**src/rtl/core/spm_pkg.sv**
```systemverilog
`timescale 1ns / 1ps

package spm_pkg;

    localparam logic FUNC_PATTERN = 1'b0;
    localparam logic FUNC_TEXT    = 1'b1;

    // Broadcast from the control logic to every cell of the row.
    typedef struct packed {
        logic       load;
        logic       scan;
        logic       clear;
        logic [7:0] char_value;
    } cell_ctrl_t;

endpackage

```
**src/rtl/core/spm_item_if.sv**
```systemverilog
`timescale 1ns / 1ps

interface spm_item_if;
    logic       valid;
    logic       ready;
    logic       func;
    logic [7:0] char_value;
    logic       final_flag;

    modport source (output valid, output func, output char_value, output final_flag,
                    input ready);
    modport sink   (input valid, input func, input char_value, input final_flag,
                    output ready);
endinterface

```
**src/rtl/core/spm_result_if.sv**
```systemverilog
`timescale 1ns / 1ps

interface spm_result_if;
    logic valid;
    logic ready;
    logic found;
    logic pattern_overflow;

    modport source (output valid, output found, output pattern_overflow, input ready);
    modport sink   (input valid, input found, input pattern_overflow, output ready);
endinterface

```
**src/rtl/core/spm_cell.sv**
```systemverilog
`timescale 1ns / 1ps

module spm_cell (
    input  logic               clk,
    input  logic               rst_n,
    input  spm_pkg::cell_ctrl_t ctrl,
    input  logic               wr_sel,
    input  logic               active,
    input  logic               is_last,
    input  logic               match_in,
    output logic               match_out,
    output logic               hit
);
    import spm_pkg::*;

    logic [7:0] byte_reg;
    logic       match_reg;
    logic       match_next;

    // A cell beyond the pattern length never matches, so its stale byte is harmless.
    assign match_next = match_in && active && (byte_reg == ctrl.char_value);
    assign hit        = ctrl.scan && match_next && is_last;
    assign match_out  = match_reg;

    always_ff @(posedge clk)
    begin
        if (ctrl.load && wr_sel)
        begin
            byte_reg <= ctrl.char_value;
        end
    end

    always_ff @(posedge clk or negedge rst_n)
    begin
        if (!rst_n)
        begin
            match_reg <= 1'b0;
        end
        else if (ctrl.clear)
        begin
            match_reg <= 1'b0;
        end
        else if (ctrl.scan)
        begin
            match_reg <= match_next;
        end
    end
endmodule

```
**src/rtl/core/substring_presence_matcher.sv**
```systemverilog
`timescale 1ns / 1ps

// Substring presence matcher (shift-and search).
// The item channel carries one byte per transaction. With func at the
// pattern code the byte is appended to the pattern; with func at the text
// code it is scanned against the pattern. final_flag on a pattern byte has no
// effect. final_flag on a text byte ends the query: one transaction appears
// on the result channel with found and pattern_overflow, and the pattern
// length, match bits and flags return to their reset values.
// Pattern bytes past MAX_PATTERN are dropped and the result reports overflow.
// Each pattern position is one cell of a row; every text byte is compared in
// all cells in the same cycle and the match bits shift one cell along.
// Throughput is one byte per cycle when no result is waiting. The result is
// registered and appears in the cycle after the final text byte is accepted.
// While a result waits for the receiver, no byte of any kind is accepted; a
// result taken in a cycle frees the register for a byte in that same cycle.
// Reset clears the pattern length, match bits and flags; it takes effect at once.
module substring_presence_matcher #(
    parameter int MAX_PATTERN = 16
) (
    input  logic           clk,
    input  logic           rst_n,
    spm_item_if.sink       item,
    spm_result_if.source   result
);
    import spm_pkg::*;

    localparam int LEN_W = $clog2(MAX_PATTERN + 1);

    logic [LEN_W-1:0]       len_reg;
    logic [LEN_W-1:0]       len_next;
    logic                   found_reg;
    logic                   found_next;
    logic                   ovf_reg;
    logic                   ovf_next;
    logic                   out_valid_reg;
    logic                   out_found_reg;
    logic                   out_ovf_reg;
    logic                   accept;
    logic                   finish;
    logic                   hit_any;
    cell_ctrl_t             ctrl;
    logic [MAX_PATTERN-1:0] wr_sel;
    logic [MAX_PATTERN-1:0] active;
    logic [MAX_PATTERN-1:0] is_last;
    logic [MAX_PATTERN-1:0] hit;
    logic [MAX_PATTERN:0]   chain;

    assign item.ready = !out_valid_reg || result.ready;
    assign accept     = item.valid && item.ready;
    assign finish     = accept && (item.func == FUNC_TEXT) && item.final_flag;

    assign ctrl.load       = accept && (item.func == FUNC_PATTERN)
                             && (len_reg < LEN_W'(MAX_PATTERN));
    assign ctrl.scan       = accept && (item.func == FUNC_TEXT);
    assign ctrl.clear      = finish;
    assign ctrl.char_value = item.char_value;

    // The first cell always sees a match coming in: a match may start anywhere.
    assign chain[0] = 1'b1;

    for (genvar k = 0; k < MAX_PATTERN; k++)
    begin : g_cell
        assign wr_sel[k]  = (len_reg == LEN_W'(k));
        assign active[k]  = (LEN_W'(k) < len_reg);
        assign is_last[k] = (len_reg == LEN_W'(k + 1));

        spm_cell u_cell (
            .clk       (clk),
            .rst_n     (rst_n),
            .ctrl      (ctrl),
            .wr_sel    (wr_sel[k]),
            .active    (active[k]),
            .is_last   (is_last[k]),
            .match_in  (chain[k]),
            .match_out (chain[k+1]),
            .hit       (hit[k])
        );
    end

    assign hit_any = |hit;

    always_comb
    begin
        len_next   = len_reg;
        found_next = found_reg;
        ovf_next   = ovf_reg;
        if (finish)
        begin
            len_next   = '0;
            found_next = 1'b0;
            ovf_next   = 1'b0;
        end
        else if (accept && (item.func == FUNC_PATTERN))
        begin
            if (ctrl.load)
            begin
                len_next = len_reg + LEN_W'(1);
            end
            else
            begin
                ovf_next = 1'b1;
            end
        end
        else if (ctrl.scan && hit_any)
        begin
            found_next = 1'b1;
        end
    end

    always_ff @(posedge clk or negedge rst_n)
    begin
        if (!rst_n)
        begin
            len_reg       <= '0;
            found_reg     <= 1'b0;
            ovf_reg       <= 1'b0;
            out_valid_reg <= 1'b0;
        end
        else
        begin
            len_reg   <= len_next;
            found_reg <= found_next;
            ovf_reg   <= ovf_next;
            if (finish)
            begin
                out_valid_reg <= 1'b1;
            end
            else if (result.ready)
            begin
                out_valid_reg <= 1'b0;
            end
        end
    end

    always_ff @(posedge clk)
    begin
        if (finish)
        begin
            out_found_reg <= (found_reg || hit_any) && !ovf_reg && (len_reg != '0);
            out_ovf_reg   <= ovf_reg;
        end
    end

    assign result.valid            = out_valid_reg;
    assign result.found            = out_found_reg;
    assign result.pattern_overflow = out_ovf_reg;
endmodule
```
**src/flat_wrapper.sv**
```systemverilog
// flat-port wrapper written by rule: the top's interface ports become plain ports
module substring_presence_matcher_flat import spm_pkg::*;
#(
    parameter int MAX_PATTERN = 16
)
  (clk, rst_n, item_valid, item_func, item_char_value, item_final_flag, item_ready, result_valid, result_found, result_pattern_overflow, result_ready);
  spm_item_if item_i ();
  spm_result_if result_i ();
  input  logic clk;
  input  logic rst_n;
  input wire logic [$bits(item_i.valid)-1:0] item_valid;
  input wire logic [$bits(item_i.func)-1:0] item_func;
  input wire logic [$bits(item_i.char_value)-1:0] item_char_value;
  input wire logic [$bits(item_i.final_flag)-1:0] item_final_flag;
  output wire logic [$bits(item_i.ready)-1:0] item_ready;
  output wire logic [$bits(result_i.valid)-1:0] result_valid;
  output wire logic [$bits(result_i.found)-1:0] result_found;
  output wire logic [$bits(result_i.pattern_overflow)-1:0] result_pattern_overflow;
  input wire logic [$bits(result_i.ready)-1:0] result_ready;
  assign item_i.valid = item_valid;
  assign item_i.func = item_func;
  assign item_i.char_value = item_char_value;
  assign item_i.final_flag = item_final_flag;
  assign item_ready = item_i.ready;
  assign result_valid = result_i.valid;
  assign result_found = result_i.found;
  assign result_pattern_overflow = result_i.pattern_overflow;
  assign result_i.ready = result_ready;
  substring_presence_matcher #(.MAX_PATTERN(MAX_PATTERN)) u_core (.clk(clk), .rst_n(rst_n), .item(item_i), .result(result_i));
endmodule
```
**config.mk**
```make
export PLATFORM = sky130hd
export DESIGN_NAME = substring_presence_matcher_flat
export DESIGN_NICKNAME = d
export VERILOG_FILES = /design/src/rtl/core/spm_pkg.sv /design/src/rtl/core/spm_item_if.sv /design/src/rtl/core/spm_result_if.sv /design/src/rtl/core/spm_cell.sv /design/src/rtl/core/substring_presence_matcher.sv /design/src/flat_wrapper.sv
export SDC_FILE = /design/constraint.sdc
export NUM_CORES = 1
export LEC_CHECK = 0
export BUFFER_PORTS_ARGS = -buffer_cell sky130_fd_sc_hd__buf_2
export CAP_MARGIN = 30
export CORE_MARGIN = 2
export CORE_UTILIZATION = 50
export CTS_CLUSTER_DIAMETER = 80
export CTS_CLUSTER_SIZE = 8
export DETAILED_ROUTE_END_ITERATION = 16
export PLACE_DENSITY = 0.74
export SETUP_SLACK_MARGIN = 0.05
export SLEW_MARGIN = 25
export SYNTH_ARGS = -nofsm -noshare
export SYNTH_HDL_FRONTEND = slang
export SYNTH_SLANG_ARGS = --single-unit
export TNS_END_PERCENT = 30
```
**constraint.sdc**
```tcl
create_clock -name clk -period 7.2 [get_ports clk]
set_input_delay 1.44 -clock clk [delete_from_list [all_inputs] [get_ports clk]]
set_output_delay 1.44 -clock clk [all_outputs]
set_load 0.01 [all_outputs]
```
==> results of run 1 <==
## final cells by class
type                            instances  area share
Clock inverter                         12      0.0167
Clock buffer                           20      0.0571
Inverter                                7     0.00343
Tap cell                              176      0.0288
Timing Repair Buffer                   20      0.0137
Sequential cell                       153       0.585
Multi-Input combinational cell        314       0.295
## metrics by stage
stage / util / cells / instance area [sq um] / total power [mW]
floorplan: - / 502 / 6880 / 1.17
global placement: 0.530 / 669 / 7070 / 1.22
detailed placement: 0.530 / 670 / 7080 / 1.22
CTS: 0.573 / 702 / 7640 / 2.06
global route: 0.573 / 702 / 7650 / 2.12
finish: 0.573 / 702 / 7650 / 2.06
## routing by layer
| layer | global-route usage | vias to the layer above | wire length (microns) |
|---|---|---|---|
| li1 | - | 1858 | - |
| met1 | 0.273 | 2049 | 6150 |
| met2 | 0.316 | 128 | 6430 |
| met3 | 0.0409 | 22 | 693 |
| met4 | 0.0783 | 0 | 252 |
| met5 | 0 | - | 0 |
## synth_stat cells, drive strengths merged (4+ instances only)
cell type | count | area [sq um]
edfxtp | 130 | 3900
nor3b | 4 | 30.0
nor3 | 11 | 55.1
nor4 | 13 | 81.3
nand3 | 11 | 55.1
xor2 | 46 | 403
inv | 7 | 26.3
dfrtp | 23 | 576
or4 | 6 | 48.8
and2 | 12 | 75.1
buf | 18 | 93.8
o21ai | 7 | 35.0
and3 | 5 | 31.3
a21oi | 12 | 60.1
clkbuf | 10 | 37.5
nor2 | 11 | 41.3
nand2 | 30 | 113
xnor2 | 83 | 727
nand4 | 19 | 119
## power groups by stage
stage	combinational, mW	sequential, mW	clock (mW)
2_1_floorplan	0.144	1.02	0
3_3_place_gp	0.173	1.05	0
3_5_place_dp	0.177	1.05	0
4_1_cts	0.179	1.03	0.851
5_1_grt	0.197	1.04	0.886
6_report	0.178	1.03	0.847
## final timing paths
kind | from | to | slack (ns)
setup / recovery | result_ready | item_ready | 3.63
hold / removal | u_core.g_cell[1].u_cell.match_out | u_core.g_cell[1].u_cell.match_out | 0.48
setup reg to reg | u_core.result.valid | u_core.g_cell[15].u_cell.byte_reg[1] | 4.46
hold reg to reg | u_core.g_cell[1].u_cell.match_out | u_core.g_cell[1].u_cell.match_out | 0.48
max in group asynchronous | rst_n | u_core.g_cell[6].u_cell.match_out | 5.81
min in group asynchronous | rst_n | u_core.result.valid | 1.01
## critical path: stages
cell and delay [ns]:
buf_2 0.09, nor2b_1 0.24, inv_1 0.18, buf_2 0.18
## logic make-up after synthesis
group | count (synthesis) | synth area share
xor gates and xnor gates | 129 | 0.164
buffers and inverters | 35 | 0.0229
adders and majority gates | 3 | 0.00545
DFF | 153 | 0.651
AOI/OAI and AO/OA | 48 | 0.0487
and+or+nand+nor | 134 | 0.108
==> flow_summary.json, run 1 <==
{
  "outcome": "finished clean",
  "syn_nets": 519,
  "std_cell_rows": 42,
  "maxCapViolCount": 0,
  "grt_max_degree": 33,
  "required_ns": 5.76,
  "drc": 0,
  "comb_power_share": 0.087,
  "numCtsBuffers": 17,
  "drtIter0Drc": 440,
  "post-route-period-util": 0.496,
  "timing.fmax_mhz": 280,
  "post_drt_via_cell_ratio": 5.78,
  "fill_cells": 1044,
  "path_class": "input port to primary output",
  "layout_commonest_cell": "edfxtp_1",
  "p_seq_frac": 0.501,
  "clock_sinks": 153,
  "syn_area_sq_um": 6880,
  "fin_hold_ws_ns": 0.480,
  "drv_slew": 0,
  "post-place-ws_ns": 3.28,
  "synth_cell_types": 51,
  "postCtsSetupBuffers": 0,
  "hpwl_microns": 8280,
  "wl_per_cell_microns": 19.3,
  "dieHeight_microns": 121,
  "ff2ff_path_depth": 6,
  "multiInputGateArea_sq_um": 2260,
  "ys_seq_area_frac": 0.651,
  "p_leak_nw": 2.51,
  "ys_ff_latch": 153,
  "grt_pass1_wl_microns": 22000,
  "worstMarginPinSlew_ns": 0.864,
  "hold_depth": 2,
  "switching_power_mw": 0.498,
  "hold_buffers": 0,
  "fp.coreArea_sq_um": 13300,
  "drt-total-wl_microns": 13500,
  "vdd_drop_max_mv": 0.150,
  "p_int_mw": 1.56,
  "powerDensity_nw_per_um2": 269,
  "tns_ns": 0,
  "synth_enable_flop_cells": 130,
  "clock_latency_ns": 0.42,
  "antenna_found_initial": 0,
  "clock_path_buffers": 2,
  "ant_nets": 0,
  "synthCells": 502,
  "synthFlopType": "edfxtp_1",
  "gp_congestion": 0.942,
  "drive_gt1_frac": 0.101,
  "setup_viol": 0,
  "critPathCaptureType": "primary output",
  "dr.pass1.iters": 4,
  "io_pins": 18,
  "clkPwrFrac": 0.412,
  "htreeDepth": 4,
  "largest_reg_flops": 128,
  "diodes": 0,
  "finish.net_count": 530,
  "fin_ws_ns": 3.63,
  "clock-root-buffer": "clkbuf_16",
  "die_w_microns": 121,
  "cp.arrival_ns": 2.13,
  "hold_viol": 0,
  "final_cell_mix": "130 x edfxtp_1, 83 x xnor2_1, 46 x xor2_1",
  "switching_share": 0.242,
  "grt-ovfl-total": 0,
  "syn_to_final_growth_pct": 11.2,
  "worstSetupStartpointType": "input port",
  "slew_headroom": 0.424,
  "postSynthAreaPerCell_sq_um": 13.7,
  "async_flop_share": 0.150,
  "final-seq-area_sq_um": 4480,
  "die_area_sq_um": 14700,
  "yosysWarnings": 0,
  "num_vias": 4057,
  "grt_pass1_vias": 4130,
  "period_needed_ns": 3.57,
  "grtUsageTotal": 0.200,
  "rsz0062_at_grt": "false",
  "port_buffers": 17,
  "skew_ns": 0.00814,
  "ctsResizeCount": 0,
  "cts_tree": "yes",
  "start_util": 0.516,
  "clk_pin_slew_worst_paths_ns": 0.06,
  "hold_path.class": "register to register",
  "crit_path_max_fanout": 7
}
No activity file was read; power rests on OpenSTA's default activity.
==> run 2, diff against run 1 <==
Settings changed: PLACE_DENSITY 0.74 to 0.77.
Clock period 7.2 ns to 2.95 ns, I/O delays scaled along.
==> run 2 against run 1 <==
Effect of this change:
- sequential power increased by 140%
- utilization increased by 2.5 points
- die area stayed put
- sequential share of layout area decreased by 2.5 points
- clock skew about the same
- critical path type is now register to register
- critical endpoint is now u_core.result.found
- largest cell class unchanged
==> flow_summary.json, run 2 (same netlist as run 1, synthesis figures left out) <==
{
  "period_needed_ns": 2.61,
  "drtIter0Drc": 383,
  "critPathBufInv": 0,
  "timing.fmax_mhz": 383,
  "worstMarginPinSlew_ns": 0.625,
  "setup_viol": 0,
  "syn_to_final_growth_pct": 16.1,
  "ctsResizeCount": 0,
  "io_pins": 18,
  "powerDensity_nw_per_um2": 671,
  "cp_slowest_cell": "dfrtp_1",
  "clock-root-buffer": "clkbuf_16",
  "hold_buffers": 0,
  "std_cell_rows": 42,
  "cp_top_family": "compound AO/OA/AOI/OAI gates",
  "required_ns": 3.10,
  "dieHeight_microns": 121,
  "multiInputGateArea_sq_um": 2250,
  "largest_reg_flops": 128,
  "vdd_drop_max_mv": 0.396,
  "grt_max_degree": 33,
  "placed_cell_area_sq_um": 7360,
  "final-seq-area_sq_um": 4480,
  "critPathCaptureType": "register",
  "cp_cell_sequence": "or3b_1, o311a_1, nand4_1, o31ai_1, a311oi_1, a31oi_1",
  "num_vias": 4204,
  "crit_path_max_fanout": 17,
  "final_cell_mix": "130 x edfxtp_1, 83 x xnor2_1, 46 x xor2_1",
  "htreeDepth": 4,
  "diodes": 0,
  "rsz0062_at_grt": "false",
  "fill_cells": 1046,
  "path_class": "register to register",
  "post-route-period-util": 0.884,
  "grt_pass1_wl_microns": 24200,
  "max_stage_delay_ns": 0.70,
  "clock_path_buffers": 2,
  "clock_latency_ns": 0.42,
  "r2r_start": "u_core.len_reg[3]",
  "fp.coreArea_sq_um": 13300,
  "grtUsageTotal": 0.223,
  "slew_headroom": 0.583,
  "die_area_sq_um": 14700,
  "layout_commonest_cell": "edfxtp_1",
  "power_mw": 5.36,
  "maxCapViolCount": 0,
  "numCtsBuffers": 17,
  "hold_viol": 0,
  "dr.pass1.iters": 5,
  "ant_nets": 0,
  "clock_sinks": 153,
  "port_buffers": 17,
  "post-place-ws_ns": 0.336,
  "wl_per_cell_microns": 20.9,
  "antenna_found_initial": 0,
  "post_drt_via_cell_ratio": 5.79,
  "drc": 0,
  "tns_ns": 0,
  "drive_gt1_frac": 0.133,
  "drv_slew": 0,
  "fin_area_sq_um": 7990,
  "p_leak_nw": 2.71,
  "clk_pin_slew_worst_paths_ns": 0.06,
  "finish.net_count": 554,
  "postCtsSetupBuffers": 0,
  "fin_hold_ws_ns": 0.176,
  "grt_pass1_vias": 4268,
  "skew_ns": 0.00774,
  "fin_ws_ns": 0.342,
  "r2r-end": "u_core.result.found",
  "hold_path.class": "input port to asynchronous set/reset pin",
  "outcome": "finished clean",
  "die_w_microns": 121,
  "worstSetupStartpointType": "register",
  "r2r_slack_ns": 0.34,
  "crit_start": "u_core.len_reg[3]",
  "gp_congestion": 0.974,
  "cts_tree": "yes",
  "drt-total-wl_microns": 15200,
  "ff2ff_path_depth": 6,
  "hpwl_microns": 9860,
  "cp.arrival_ns": 2.76,
  "grt-ovfl-total": 0,
  "start_util": 0.516
}
[run 2: cell types whose count changed in the layout (fill, tap and decap cells not counted)]
cell        delta
buf_12         +8
buf_2          -1
buf_4         +17
bufinv_16      +3
clkbuf_1       +2
clkbuf_8       +1
clkinv_2       -1
clkinv_4       -2
clkinvlp_4     -3
nor3_1         +2
nor3_2         -2
[run 2: worst max-delay path by stage]
| stage | slack [ns] | to | cells after the start |
|---|---|---|---|
| after floorplan | 0.44 | u_core.g_cell[13].u_cell.byte_reg[0] | 6 |
| after global placement | 0.37 | u_core.g_cell[6].u_cell.byte_reg[1] | 7 |
| after detailed placement | 0.34 | u_core.g_cell[4].u_cell.byte_reg[4] | 7 |
| after CTS | 0.41 | u_core.result.found | 6 |
| after global routing | 0.27 | u_core.result.found | 6 |
| final | 0.34 | u_core.result.found | 6 |
[run 2: layout make-up]
class | instances | share of cell area
Clock buffer | 23 | 0.0573
Timing Repair Buffer | 44 | 0.0485
Clock inverter | 9 | 0.0216
Tap cell | 176 | 0.0276
Inverter | 7 | 0.00329
Multi-Input combinational cell | 314 | 0.281
Sequential cell | 153 | 0.561
[run 2: stage by stage]
step                      utilization  instances
final                           0.599        726
after global routing            0.599        726
after CTS                       0.599        726
after detailed placement        0.551        694
after global placement          0.551        694
after floorplan                     -        502
[run 2: worst reg2reg max path, stage by stage, from the launching register on]
cell and delay [ns]:
dfrtp_1 0.70, or3b_1 0.54, o311a_1 0.37, nand4_1 0.15, o31ai_1 0.11, a311oi_1 0.35
a31oi_1 0.13
[run 2: report_power, final]
part / internal, mW / switching [mW] / total, mW
clock network: 1.52 / 0.804 / 2.32
registers: 2.42 / 0.0880 / 2.51
logic: 0.194 / 0.341 / 0.535
total: 4.13 / 1.23 / 5.36
[run 2: per-layer routing]
layer | wire length [microns] | up-vias | track usage
met5 | 0 | - | 0
met4 | 270 | 0 | 0.0826
li1 | - | 1904 | -
met2 | 7210 | 167 | 0.334
met3 | 1060 | 24 | 0.0606
met1 | 6640 | 2109 | 0.314
